`src/rtl/hcle_pkg.sv`:
```
// ----------------------------------------------------------------------------
// hcle_pkg
// shared types and constants for the http content-length extractor
// ----------------------------------------------------------------------------
package hcle_pkg;

  localparam int unsigned LenW    = 40;
  localparam int unsigned NameLen = 14;

  localparam logic [7:0] ChCr    = 8'h0d;
  localparam logic [7:0] ChLf    = 8'h0a;
  localparam logic [7:0] ChColon = 8'h3a;
  localparam logic [7:0] ChSpace = 8'h20;
  localparam logic [7:0] ChTab   = 8'h09;
  localparam logic [7:0] ChPlus  = 8'h2b;
  localparam logic [7:0] ChMinus = 8'h2d;
  localparam logic [7:0] ChZero  = 8'h30;
  localparam logic [7:0] ChNine  = 8'h39;
  localparam logic [7:0] ChUpA   = 8'h41;
  localparam logic [7:0] ChUpZ   = 8'h5a;

  typedef enum logic [1:0] {
    StFound    = 2'd0,
    StNotFound = 2'd1,
    StBad      = 2'd2
  } status_e;

  typedef struct packed {
    logic               have;
    status_e            status;
    logic [LenW-1:0]    length;
  } result_t;

  // lower-case header name, one character per index
  function automatic logic [7:0] name_char(input logic [3:0] idx);
    logic [7:0] c;
    unique case (idx)
      4'd0:    c = 8'h63; // c
      4'd1:    c = 8'h6f; // o
      4'd2:    c = 8'h6e; // n
      4'd3:    c = 8'h74; // t
      4'd4:    c = 8'h65; // e
      4'd5:    c = 8'h6e; // n
      4'd6:    c = 8'h74; // t
      4'd7:    c = 8'h2d; // -
      4'd8:    c = 8'h6c; // l
      4'd9:    c = 8'h65; // e
      4'd10:   c = 8'h6e; // n
      4'd11:   c = 8'h67; // g
      4'd12:   c = 8'h74; // t
      4'd13:   c = 8'h68; // h
      default: c = 8'h00;
    endcase
    return c;
  endfunction

  function automatic logic [7:0] to_lower(input logic [7:0] b);
    logic [7:0] r;
    r = b;
    if (b >= ChUpA && b <= ChUpZ) begin
      r = b + 8'd32;
    end
    return r;
  endfunction

endpackage

```
`src/rtl/hcle_parser.sv`:
```
// ----------------------------------------------------------------------------
// hcle_parser
// per-message parse state; takes one byte per step and gives the result
// that byte causes
// ----------------------------------------------------------------------------
module hcle_parser #(
  parameter int unsigned VALUE_WIDTH = 40
) (
  input  logic               clk_i,
  input  logic               rst_ni,
  input  logic               step_i,
  input  logic [7:0]         data_byte_i,
  input  logic               last_byte_i,
  output hcle_pkg::result_t  result_o
);

  localparam int unsigned CopyW = (VALUE_WIDTH < hcle_pkg::LenW) ? VALUE_WIDTH
                                                                  : hcle_pkg::LenW;

  typedef enum logic [2:0] {
    PhStatus = 3'd0,
    PhName   = 3'd1,
    PhOther  = 3'd2,
    PhWs     = 3'd3,
    PhDigits = 3'd4,
    PhTail   = 3'd5,
    PhDone   = 3'd6
  } phase_e;

  phase_e                 phase_q, phase_d;
  logic                   cr_q, cr_d;
  logic                   line_start_q, line_start_d;
  logic [3:0]             name_cnt_q, name_cnt_d;
  logic                   name_ok_q, name_ok_d;
  logic                   neg_q, neg_d;
  logic                   digit_q, digit_d;
  logic [VALUE_WIDTH-1:0] acc_q, acc_d;

  logic                   is_digit;
  logic [3:0]             digit_val;
  logic [VALUE_WIDTH+3:0] acc_times10;
  logic [VALUE_WIDTH-1:0] acc_next;
  hcle_pkg::result_t      res;

  assign is_digit  = (data_byte_i >= hcle_pkg::ChZero) && (data_byte_i <= hcle_pkg::ChNine);
  assign digit_val = data_byte_i[3:0];

  // acc * 10 + d, saturating at the value width
  always_comb begin
    acc_times10 = {1'b0, acc_q, 3'b000} + {3'b000, acc_q, 1'b0}
                + {{VALUE_WIDTH{1'b0}}, digit_val};
    if (acc_times10[VALUE_WIDTH+3:VALUE_WIDTH] != 4'd0) begin
      acc_next = '1;
    end else begin
      acc_next = acc_times10[VALUE_WIDTH-1:0];
    end
  end

  always_comb begin
    phase_d      = phase_q;
    cr_d         = cr_q;
    line_start_d = line_start_q;
    name_cnt_d   = name_cnt_q;
    name_ok_d    = name_ok_q;
    neg_d        = neg_q;
    digit_d      = digit_q;
    acc_d        = acc_q;
    res          = '0;
    res.status   = hcle_pkg::StFound;

    if (phase_q != PhDone) begin
      if (cr_q && data_byte_i == hcle_pkg::ChLf) begin
        cr_d = 1'b0;
        if (phase_q == PhStatus ||
            ((phase_q == PhName || phase_q == PhOther) && !line_start_q)) begin
          // new header line
          phase_d      = PhName;
          line_start_d = 1'b1;
          name_cnt_d   = '0;
          name_ok_d    = 1'b1;
          neg_d        = 1'b0;
          digit_d      = 1'b0;
          acc_d        = '0;
        end else if (phase_q == PhName || phase_q == PhOther) begin
          // empty line ends the header block
          res.have   = 1'b1;
          res.status = hcle_pkg::StNotFound;
          phase_d    = PhDone;
        end else begin
          res.have = 1'b1;
          phase_d  = PhDone;
          if (!digit_q || (neg_q && acc_q != '0)) begin
            res.status = hcle_pkg::StBad;
          end else begin
            res.status              = hcle_pkg::StFound;
            res.length[CopyW-1:0]   = acc_q[CopyW-1:0];
          end
        end
      end else begin
        if (cr_q || data_byte_i != hcle_pkg::ChCr) begin
          line_start_d = 1'b0;
        end
        cr_d = (data_byte_i == hcle_pkg::ChCr);
        unique case (phase_q)
          PhName: begin
            if (data_byte_i == hcle_pkg::ChColon) begin
              if (name_ok_q && name_cnt_q == 4'(hcle_pkg::NameLen)) begin
                phase_d = PhWs;
                neg_d   = 1'b0;
                digit_d = 1'b0;
                acc_d   = '0;
              end else begin
                phase_d = PhOther;
              end
            end else begin
              if (name_cnt_q >= 4'(hcle_pkg::NameLen) ||
                  hcle_pkg::to_lower(data_byte_i) != hcle_pkg::name_char(name_cnt_q)) begin
                name_ok_d = 1'b0;
              end
              if (name_cnt_q != 4'd15) begin
                name_cnt_d = name_cnt_q + 4'd1;
              end
            end
          end
          PhWs: begin
            if (data_byte_i == hcle_pkg::ChSpace || data_byte_i == hcle_pkg::ChTab) begin
              phase_d = PhWs;
            end else if (data_byte_i == hcle_pkg::ChPlus ||
                         data_byte_i == hcle_pkg::ChMinus) begin
              neg_d   = (data_byte_i == hcle_pkg::ChMinus);
              phase_d = PhDigits;
            end else if (is_digit) begin
              digit_d = 1'b1;
              acc_d   = acc_next;
              phase_d = PhDigits;
            end else begin
              phase_d = PhTail;
            end
          end
          PhDigits: begin
            if (is_digit) begin
              digit_d = 1'b1;
              acc_d   = acc_next;
            end else begin
              phase_d = PhTail;
            end
          end
          default: begin
            phase_d = phase_q;
          end
        endcase
      end
    end

    if (last_byte_i) begin
      if (!res.have && phase_q != PhDone) begin
        res.have   = 1'b1;
        res.status = hcle_pkg::StNotFound;
        res.length = '0;
      end
      // back to reset values for the next message
      phase_d      = PhStatus;
      cr_d         = 1'b0;
      line_start_d = 1'b0;
      name_cnt_d   = '0;
      name_ok_d    = 1'b1;
      neg_d        = 1'b0;
      digit_d      = 1'b0;
      acc_d        = '0;
    end
  end

  assign result_o = res;

  always_ff @(posedge clk_i or negedge rst_ni) begin
    if (!rst_ni) begin
      phase_q      <= PhStatus;
      cr_q         <= 1'b0;
      line_start_q <= 1'b0;
      name_cnt_q   <= '0;
      name_ok_q    <= 1'b1;
      neg_q        <= 1'b0;
      digit_q      <= 1'b0;
      acc_q        <= '0;
    end else if (step_i) begin
      phase_q      <= phase_d;
      cr_q         <= cr_d;
      line_start_q <= line_start_d;
      name_cnt_q   <= name_cnt_d;
      name_ok_q    <= name_ok_d;
      neg_q        <= neg_d;
      digit_q      <= digit_d;
      acc_q        <= acc_d;
    end
  end

endmodule

```
`src/rtl/http_content_length_extractor_top.sv`:
```
// ----------------------------------------------------------------------------
// http_content_length_extractor_top
// finds the content-length header of an http response, one byte per cycle
// ----------------------------------------------------------------------------
// Bytes enter an input register and are parsed one per cycle unless an
// unaccepted result holds the output register; a header result is
// registered there as its byte is parsed, which raises out_valid_o.
// The sustained rate is one byte per cycle while results drain, set by the
// parse-state update (name compare or one decimal multiply-add step).
// A message gives at most one result: found with the length, bad_value,
// or not_found on an empty header line or at the last byte. The value
// saturates at VALUE_WIDTH bits; length_o carries its low 40 bits.
module http_content_length_extractor_top #(
  parameter int unsigned VALUE_WIDTH = 40
) (
  input  logic                        clk_i,
  input  logic                        rst_ni,
  input  logic                        in_valid_i,
  output logic                        in_ready_o,
  input  logic [7:0]                  data_byte_i,
  input  logic                        last_byte_i,
  output logic                        out_valid_o,
  input  logic                        out_ready_i,
  output logic [1:0]                  status_o,
  output logic [hcle_pkg::LenW-1:0]   length_o
);

  logic                      in_vld_q;
  logic [7:0]                byte_q;
  logic                      last_q;
  logic                      step;
  hcle_pkg::result_t         res;
  logic                      out_vld_q;
  logic [1:0]                status_q;
  logic [hcle_pkg::LenW-1:0] length_q;

  // parse a held byte once the result slot is free or draining
  assign step       = in_vld_q && (!out_vld_q || out_ready_i);
  assign in_ready_o = !in_vld_q || step;

  always_ff @(posedge clk_i or negedge rst_ni) begin
    if (!rst_ni) begin
      in_vld_q <= 1'b0;
    end else if (in_ready_o) begin
      in_vld_q <= in_valid_i;
    end
  end

  always_ff @(posedge clk_i) begin
    if (in_ready_o && in_valid_i) begin
      byte_q <= data_byte_i;
      last_q <= last_byte_i;
    end
  end

  hcle_parser #(
    .VALUE_WIDTH (VALUE_WIDTH)
  ) u_parser (
    .clk_i       (clk_i),
    .rst_ni      (rst_ni),
    .step_i      (step),
    .data_byte_i (byte_q),
    .last_byte_i (last_q),
    .result_o    (res)
  );

  always_ff @(posedge clk_i or negedge rst_ni) begin
    if (!rst_ni) begin
      out_vld_q <= 1'b0;
    end else if (step) begin
      out_vld_q <= res.have;
    end else if (out_ready_i) begin
      out_vld_q <= 1'b0;
    end
  end

  always_ff @(posedge clk_i) begin
    if (step && res.have) begin
      status_q <= res.status;
      length_q <= res.length;
    end
  end

  assign out_valid_o = out_vld_q;
  assign status_o    = status_q;
  assign length_o    = length_q;

endmodule
```
`config.mk`:
```
export PLATFORM = sky130hd
export DESIGN_NAME = http_content_length_extractor_top
export DESIGN_NICKNAME = d
export VERILOG_FILES = /design/src/rtl/hcle_pkg.sv /design/src/rtl/hcle_parser.sv /design/src/rtl/http_content_length_extractor_top.sv
export SDC_FILE = /design/constraint.sdc
export NUM_CORES = 1
export LEC_CHECK = 0
export ABC_AREA = 1
export BUFFER_PORTS_ARGS = -buffer_cell sky130_fd_sc_hd__buf_2
export CAP_MARGIN = 5
export CORE_ASPECT_RATIO = 0.7
export CORE_MARGIN = 2
export CORE_UTILIZATION = 40
export CTS_BUF_LIST = sky130_fd_sc_hd__clkbuf_4 sky130_fd_sc_hd__clkbuf_8 sky130_fd_sc_hd__clkbuf_16
export DETAILED_ROUTE_END_ITERATION = 8
export PLACE_DENSITY = 0.65
export SYNTH_ARGS = -nofsm -noshare
export SYNTH_HDL_FRONTEND = slang
export SYNTH_SLANG_ARGS = --single-unit
```
`constraint.sdc`:
```
create_clock -name clk_i -period 9.3 [get_ports clk_i]
set_input_delay 1.395 -clock clk_i [delete_from_list [all_inputs] [get_ports clk_i]]
set_output_delay 1.395 -clock clk_i [all_outputs]
set_load 0.02 [all_outputs]
```
# Yosys cells after proc, flatten, opt, wreduce, memory -nomap -nowiden
# Memory sizes are Yosys's and may differ from the RTL's.
# Cells that the tools add are included.
# Widths: inputs -> output; s select.
# word_totals
output_inout_bits	44
mem_count	1
rom_bits	112
word_cells	169
register_bits	105
# op_classes
n_reduce_logical	42
n_addsub	4
muxes	79
eq_ne	24
magnitude_cmp	5
# memory_table
memory	words	width	rd	rd_ports_with_merged_regs	wr	line	text
(no name shown)	16	7	1	0	0	hcle_pkg.sv:37	unique case (idx)
# ops
op	count
$mux 40	12
$mux 43	5
$pmux 40 s3	1
$mux 8	9
$add 43x41->44	1
$add 44x4->44	1
$reduce_bool 40->1	1
$eq 8x6->1 const B	4
$mux 1	32
$mux 4	7
$eq 8x4->1 const B	3
$mux 3	8
$ne 4x3->1 const B	4
$reduce_and 8->1	2
$reduce_and 6->1	2
$reduce_bool 3->1	4
$logic_and 1x1->1	10
$logic_or 1x1->1	9
$pmux 3 s3	1
$add 8x6->8 const B	1
$ge 8x6->1 const B	1
$ge 8x7->1 const B	1
$le 8x6->1 const B	1
$le 8x7->1 const B	1
other kinds (23)	33

# Longest topological paths before layout
# Gate-level depths: netlist of the first run.
# depth
depth_word	15
ltp_mapped	19
ltp_nobuf	18

# Cells and area by module
# Synthesis of the first run repeated with hierarchy kept, for this count alone.
# unflattened
cells_unflattened	1237
hier_area_um2	8764.7
# modules_own_cells
module	area_per_inst_um2	n_inst	cells_per_inst
hcle_parser	7126.8	1	1171
http_content_length_extractor_top	1637.8	1	66

# Worst setup path after synthesis of the first run
# OpenSTA, ideal clock, no wires.
# synth_path
path_type	input to register
start	in out_ready_i
end	reg length_q, in the netlist length_o[0], enable pin
t_required_ps	8806
stages	4
setup_ps	494
path_slack_ps	4298
path_buffers	0
arrival_time_ps	4509
path_cell_list	inv_1 nand2_1 nand2_1 nor3_1
# synth_between
elab_chain_cells	3
# synth_lines
element	line	text
start: declaration	http_content_length_extractor_top.sv:23	input logic out_ready_i,
$logic_or 1x1->1	http_content_length_extractor_top.sv:38	assign step = in_vld_q && (!out_vld_q || out_ready_i);
$logic_and 1x1->1	http_content_length_extractor_top.sv:38	
$logic_and 1x1->1	http_content_length_extractor_top.sv:78	if (step && res.have) begin
end signal: assignment	http_content_length_extractor_top.sv:80	length_q <= res.length;
end: declaration	http_content_length_extractor_top.sv:35	logic [hcle_pkg::LenW-1:0] length_q;
# Every way passes these cells.
# A chain may end at the register's enable or synchronous reset.

# Final worst setup path of the first run
# layout_path
start	reg byte_q[3]
end	reg u_parser.acc_q[38]
# layout_between
elab_chain_cells	10
word_cells_on_any_way	29
# layout_lines
element	line	text
start: declaration	http_content_length_extractor_top.sv:29	logic [7:0] byte_q;
start signal: assignment	http_content_length_extractor_top.sv:51	byte_q <= data_byte_i;
$add 44x4->44	hcle_parser.sv:51	+ {{VALUE_WIDTH{1'b0}}, digit_val};
$reduce_bool 4->1	hcle_parser.sv:52	if (acc_times10[VALUE_WIDTH+3:VALUE_WIDTH] != 4'd0) begin
$mux 40	hcle_parser.sv:52	
$mux 40	hcle_parser.sv:132, hcle_parser.sv:141	
$mux 40	hcle_parser.sv:128	end else if (data_byte_i == hcle_pkg::ChPlus ||
$mux 40	hcle_parser.sv:126	if (data_byte_i == hcle_pkg::ChSpace || data_byte_i == hcle_pkg::ChTab) begin
$pmux 40 s3	hcle_parser.sv:104	unique case (phase_q)
$mux 40	hcle_parser.sv:72	if (cr_q && data_byte_i == hcle_pkg::ChLf) begin
$mux 40	hcle_parser.sv:71	if (phase_q != PhDone) begin
$mux 40	hcle_parser.sv:155	if (last_byte_i) begin
end signal: assignment	hcle_parser.sv:184	acc_q <= '0;
end signal: assignment	hcle_parser.sv:193	acc_q <= acc_d;
end: declaration	hcle_parser.sv:37	logic [VALUE_WIDTH-1:0] acc_q, acc_d;
# Parallel ways exist; a longest one is shown, timed or not. The select of a mux whose other input is x is not followed.

==> results of run 1 <==
-- state kept, by name, indices dropped and copies added (netlist names) --
register and cells:
byte_q 8, u_parser.line_start_q 1, last_q 1, u_parser.phase_q 3, in_vld_q 1, status_o 2, u_parser.acc_q 40, out_valid_o 1
u_parser.name_cnt_q 4, length_o 40, u_parser.cr_q 1, u_parser.name_ok_q 1, u_parser.neg_q 1, u_parser.digit_q 1
-- layer usage --
layer,share of wire,vias up,GRT usage
met5,0,-,0
met4,0.011,0,0.0435
met3,0.069,24,0.0492
met2,0.38,197,0.302
met1,0.54,3727,0.334
li1,-,4170,-
-- cells by family after synthesis --
| family | after synthesis | share of synthesized area |
|---|---|---|
| AO/OA/AOI/OAI | 114 | 0.0723 |
| XOR/XNOR | 32 | 0.0317 |
| adder cells (fa/ha/maj) | 89 | 0.128 |
| buffers and inverters | 167 | 0.0795 |
| flip-flops | 105 | 0.326 |
| AND/OR/NAND/NOR | 751 | 0.363 |
-- synth_stat cells (all sizes together) (3+ instances only) --
master	count
nand2	453
nor2	153
inv	141
nand3	96
ha	87
dfrtp	53
a21oi	51
edfxtp	51
o21ai	39
xnor2	20
buf	16
nand4	15
nor3	14
xor2	12
nor4	11
clkbuf	9
o21bai	8
o31ai	5
a31oi	3
or2	3
-- cell type report --
| class | count | area share |
|---|---|---|
| multi-input cells | 986 | 0.544 |
| flip-flops and latches | 105 | 0.298 |
| inverters | 142 | 0.0557 |
| well taps | 282 | 0.0364 |
| repair buffers | 64 | 0.0351 |
| clock buffers | 9 | 0.0232 |
| clock inverters | 7 | 0.00801 |
-- worst min-delay path by stage --
stage	slack, ns	start	endpoint
2_1_floorplan	0.44	u_parser.name_ok_q$_DFFE_PN1P_	u_parser.name_ok_q$_DFFE_PN1P_
3_3_place_gp	0.46	u_parser.name_ok_q$_DFFE_PN1P_	u_parser.name_ok_q$_DFFE_PN1P_
3_5_place_dp	0.46	u_parser.name_ok_q$_DFFE_PN1P_	u_parser.name_ok_q$_DFFE_PN1P_
4_1_cts	0.47	u_parser.name_ok_q$_DFFE_PN1P_	u_parser.name_ok_q$_DFFE_PN1P_
5_1_grt	0.49	u_parser.name_ok_q$_DFFE_PN1P_	u_parser.name_ok_q$_DFFE_PN1P_
6_report	0.47	u_parser.name_ok_q$_DFFE_PN1P_	u_parser.name_ok_q$_DFFE_PN1P_
-- critical path: stages (launching register included) --
cell and delay [ns]:
edfxtp_1 0.53, fa_1 0.58, fa_1 0.52, nand2_1 0.10
nand2_1 0.09, nand3_1 0.09, nand2_1 0.13, nand2_1 0.09
nand3_1 0.19, nand2_1 0.14, nand2_1 0.06, nand2_1 0.06
nand2_1 0.07, nor2_2 0.64, buf_4 0.42, nand3_1 0.13
nand2_1 0.08, nand2_1 0.05
-- through the flow --
stage | power, uW | utilization
finish | 1200 | 0.447
detailed placement | 819 | 0.433
global route | 1270 | 0.447
floorplan | 753 | -
global placement | 816 | 0.433
CTS | 1220 | 0.447
-- power groups by stage --
stage	registers [uW]	clock network (uW)	logic [uW]
2_1_floorplan	580	0	173
3_3_place_gp	564	0	252
3_5_place_dp	564	0	254
4_1_cts	555	405	255
5_1_grt	560	423	285
6_report	555	390	252
==> results.yml, run 1 <==
run_status:
  status: "complete, no violations"
setup_path:
  critPathLaunchType: "flop"
  path_class: "flop to flop"
  worstReg2RegStart: "byte_q[3]$_DFFE_PP_"
  arrival_ns: 4.35
  required_ns: 9.56
  crit_end: "u_parser.acc_q[38]$_DFFE_PN0P_"
  worstPathMaxFanout: 21
  cp-end-kind: "flop"
  reg2regPathDepth: 17
  critPathLaunch: "byte_q[3]$_DFFE_PP_"
  r2r_slack_ns: 5.21
  r2r_end: "u_parser.acc_q[38]$_DFFE_PN0P_"
power_and_ir_drop:
  power_density_mw_per_mm2: 124
  p_leak_uw: 0.00518
  sw_frac_of_total: 0.321
  ir_drop_mv: 0.119
  power_switching_uw: 384
  power_frac_comb: 0.211
  sequentialPowerShare: 0.464
  p_clk_frac: 0.326
  p_int_uw: 813
placed_design:
  dpl.cell_count: 1579
  place_ws_ns: 5.27
  numPortBuffers: 56
  place.gp.congestion: 0.966
  postPlaceCellArea_sq_mm: 0.00938
  dp_hpwl_um: 18800
timing:
  finalHoldViolCount: 0
  finalSetupTns_ns: 0
  skew_ns: 0.0116
  whs_ns: 0.471
  slew_headroom: 0.348
  min_period_ns: 4.09
  min_period_over_period: 0.440
  worstMarginPinSlew_ns: 0.976
  worst_slack_ns: 5.21
  max_freq_ghz: 0.244
  report.final.slew_viol_count: 0
  setup_viol: 0
  rsz0062_at_grt: "no"
global_route:
  grt_pass1_wl_um: 39600
  track_usage: 0.215
  grt_pass1_vias: 7645
  antenna_found_initial: 0
  grt_max_degree: 55
  gr-total-overflow: 0
logic_synthesis:
  synth_top_area_share: 0.186
  synth_flop_cell: "dfrtp_1"
  syn_inst: 1258
  netlist_top_cells_area: "nand2_1 19%, edfxtp_1 17%, dfrtp_1 15%, ha_1 12%, nor2_1 6.2%"
  synth-edff-count: 51
  synth_area_leader_cell: "nand2_1"
  synth_nets: 1360
  ys_async_sr_fraction: 0.514
  ys_seq_elements: 105
  synth_seq_area_share: 0.326
  syn_area_per_cell_sq_um: 7.03
  yosysUniqueCellTypes: 48
  yosysWarnings: 0
  synth_area_sq_mm: 0.00884
final_layout:
  final_nets: 1410
  fillers: 2258
  final_cells: 1595
  diodes: 0
  drive_above_1_share: 0.0929
  multiInputGateArea_sq_mm: 0.00527
  seq_area_sq_mm: 0.00288
  layout_common_cells: "438 x nand2_1, 145 x nor2_1, 136 x inv_1"
  final_area_sq_mm: 0.00969
  final_common_cell: "nand2_1"
  syn2layout_area_growth_pct: 9.57
job:
  maxCapViolations: 0
route:
  routed_wl_um: 23900
  wire_per_inst_um: 15.0
  drc: 0
  ant_nets: 0
  drtIter0Drc: 619
  avgViaCountPerCell: 5.09
  routed-via-count: 8118
  first_pass_iters: 6
clock_network:
  cts_buffers: 9
  post-cts-setup-buffer-count: 0
  cts_tree: "built"
  h-tree-depth: 3
  clk_path_buf_depth: 2
  insertion_delay_ns: 0.37
  cts_hold_buf: 0
  clk_pin_slew_ns: 0.08
  cts.sinks: 105
  ctsResizeCount: 0
  clock_tree.root_cell: "clkbuf_16"
hold_path:
  min_path_cells: 2
  hold_path.class: "flop to flop"
die:
  coreArea_sq_mm: 0.0217
  die_w_um: 182
  dieHeight_um: 128
  row_count: 45
  io_pins: 57
  fp.dieArea_sq_mm: 0.0233
  start_util: 0.408
Note: power is estimated with default switching activity, not from simulation.
==> run 2: changes to the inputs <==
clock period = 4.1 ns   (was 9.3 ns; I/O delays follow)
==> run 2 against run 1 <==
Net effect:
- total power is 120% higher
- clock-buffer cell count stayed put
- highest routed layer unchanged
- sequential share of layout area hardly changed
- critical path type unchanged
==> results.yml, run 2 (same netlist as run 1, synthesis figures left out) <==
final_layout:
  drive_above_1_share: 0.0913
  final_cells: 1596
  diodes: 0
  final_area_sq_mm: 0.00968
  fillers: 2258
  syn2layout_area_growth_pct: 9.54
  final_nets: 1411
  final_util: 0.447
  final_common_cell: "nand2_1"
  layout_common_cells: "438 x nand2_1, 145 x nor2_1, 136 x inv_1"
power_and_ir_drop:
  power_switching_uw: 858
  p_int_uw: 1830
  power_frac_comb: 0.213
  sw_frac_of_total: 0.319
  sequentialPowerShare: 0.468
  ir_drop_mv: 0.309
  p_clk_frac: 0.319
  power_density_mw_per_mm2: 278
  p_leak_uw: 0.00518
setup_path:
  path_class: "flop to flop"
  arrival_ns: 3.69
  required_ns: 4.36
  reg2regPathDepth: 17
  cp-end-kind: "flop"
  critPathLaunchType: "flop"
  worstPathMaxFanout: 21
timing:
  rsz0062_at_grt: "no"
  skew_ns: 0.00702
  report.final.slew_viol_count: 0
  min_period_over_period: 0.838
  min_period_ns: 3.44
  finalHoldViolCount: 0
  slew_headroom: 0.318
  worstMarginPinSlew_ns: 1.02
  max_freq_ghz: 0.291
  worst_slack_ns: 0.664
  finalSetupTns_ns: 0
  setup_viol: 0
hold_path:
  hold_path.class: "input pin to async pin"
global_route:
  track_usage: 0.215
  grt_pass1_vias: 7626
  antenna_found_initial: 0
  gr-total-overflow: 0
  grt_max_degree: 42
  grt_pass1_wl_um: 39600
clock_network:
  ctsResizeCount: 0
  cts.sinks: 105
  insertion_delay_ns: 0.37
  post-cts-setup-buffer-count: 0
  cts_hold_buf: 0
  clk_pin_slew_ns: 0.07
  h-tree-depth: 3
  cts_buffers: 9
  clk_path_buf_depth: 2
  clock_tree.root_cell: "clkbuf_16"
  cts_tree: "built"
die:
  dieHeight_um: 128
  die_w_um: 182
  coreArea_sq_mm: 0.0217
  start_util: 0.408
  fp.dieArea_sq_mm: 0.0233
  io_pins: 57
  row_count: 45
route:
  routed_wl_um: 23800
  wire_per_inst_um: 14.9
  first_pass_iters: 5
  avgViaCountPerCell: 5.04
  routed-via-count: 8049
  drtIter0Drc: 630
  ant_nets: 0
  drc: 0
job:
  maxCapViolations: 0
placed_design:
  place.gp.congestion: 0.964
  place_ws_ns: 0.672
  numPortBuffers: 56
  dpl.cell_count: 1580
  dp_hpwl_um: 18700
  postPlaceCellArea_sq_mm: 0.00940
run_status:
  status: "complete, no violations"
## run 2: final timing paths
path	start	endpoint	slack [ns]
setup / recovery	byte_q[3]$_DFFE_PP_	u_parser.acc_q[28]$_DFFE_PN0P_	0.66
hold / removal	rst_ni	u_parser.name_cnt_q[1]$_DFFE_PN0P_	0.35
setup reg to reg	byte_q[3]$_DFFE_PP_	u_parser.acc_q[28]$_DFFE_PN0P_	0.66
hold reg to reg	u_parser.name_ok_q$_DFFE_PN1P_	u_parser.name_ok_q$_DFFE_PN1P_	0.46
max in group asynchronous	rst_ni	u_parser.acc_q[24]$_DFFE_PN0P_	2.91
min in group clk_i	data_byte_i[6]	byte_q[6]$_DFFE_PP_	0.42
## run 2: critical path, cell delays in order (launching register included)
cell and delay [ns]:
edfxtp_1 0.51, fa_1 0.57, fa_1 0.51, nand2_1 0.09, nand2_1 0.07, nand3_1 0.09, nand2_1 0.17, nand2_1 0.10
nand3_1 0.21, nand2_1 0.18, nand2_1 0.06, nand2_1 0.06, nand2_1 0.06, nor2_2 0.11, buf_4 0.26, nand3_1 0.10
nand2_1 0.09, nand2_1 0.07
## run 2: metrics by stage
stage | hold slack, ns | power [uW]
floorplan | 0.319 | 1710
global placement | 0.456 | 1850
detailed placement | 0.457 | 1850
CTS | 0.379 | 2730
global route | 0.404 | 2850
finish | 0.353 | 2690
## run 2: routing by layer
| metal | wire length (um) | up-vias | GRT usage | part of all wire |
|---|---|---|---|---|
| li1 | - | 4167 | - | - |
| met1 | 12700 | 3681 | 0.319 | 0.54 |
| met3 | 1290 | 22 | 0.0447 | 0.054 |
| met4 | 410 | 0 | 0.0617 | 0.017 |
| met5 | 0 | - | 0 | 0 |
| met2 | 9360 | 179 | 0.315 | 0.39 |
## run 2: layout make-up
class	count	area (sq um)	area share
Tap cell	282	353	0.0364
Clock buffer	9	225	0.0233
Multi-Input combinational cell	986	5270	0.545
Clock inverter	7	61.3	0.00633
Timing Repair Buffer	65	348	0.0359
Inverter	142	539	0.0557
Sequential cell	105	2880	0.298
## run 2: power groups by stage
stage	logic [uW]	registers, uW	clock network, uW
after floorplan	394	1310	0
after global placement	566	1280	0
after detailed placement	575	1280	0
after CTS	576	1260	895
after global routing	650	1270	935
final	574	1260	857
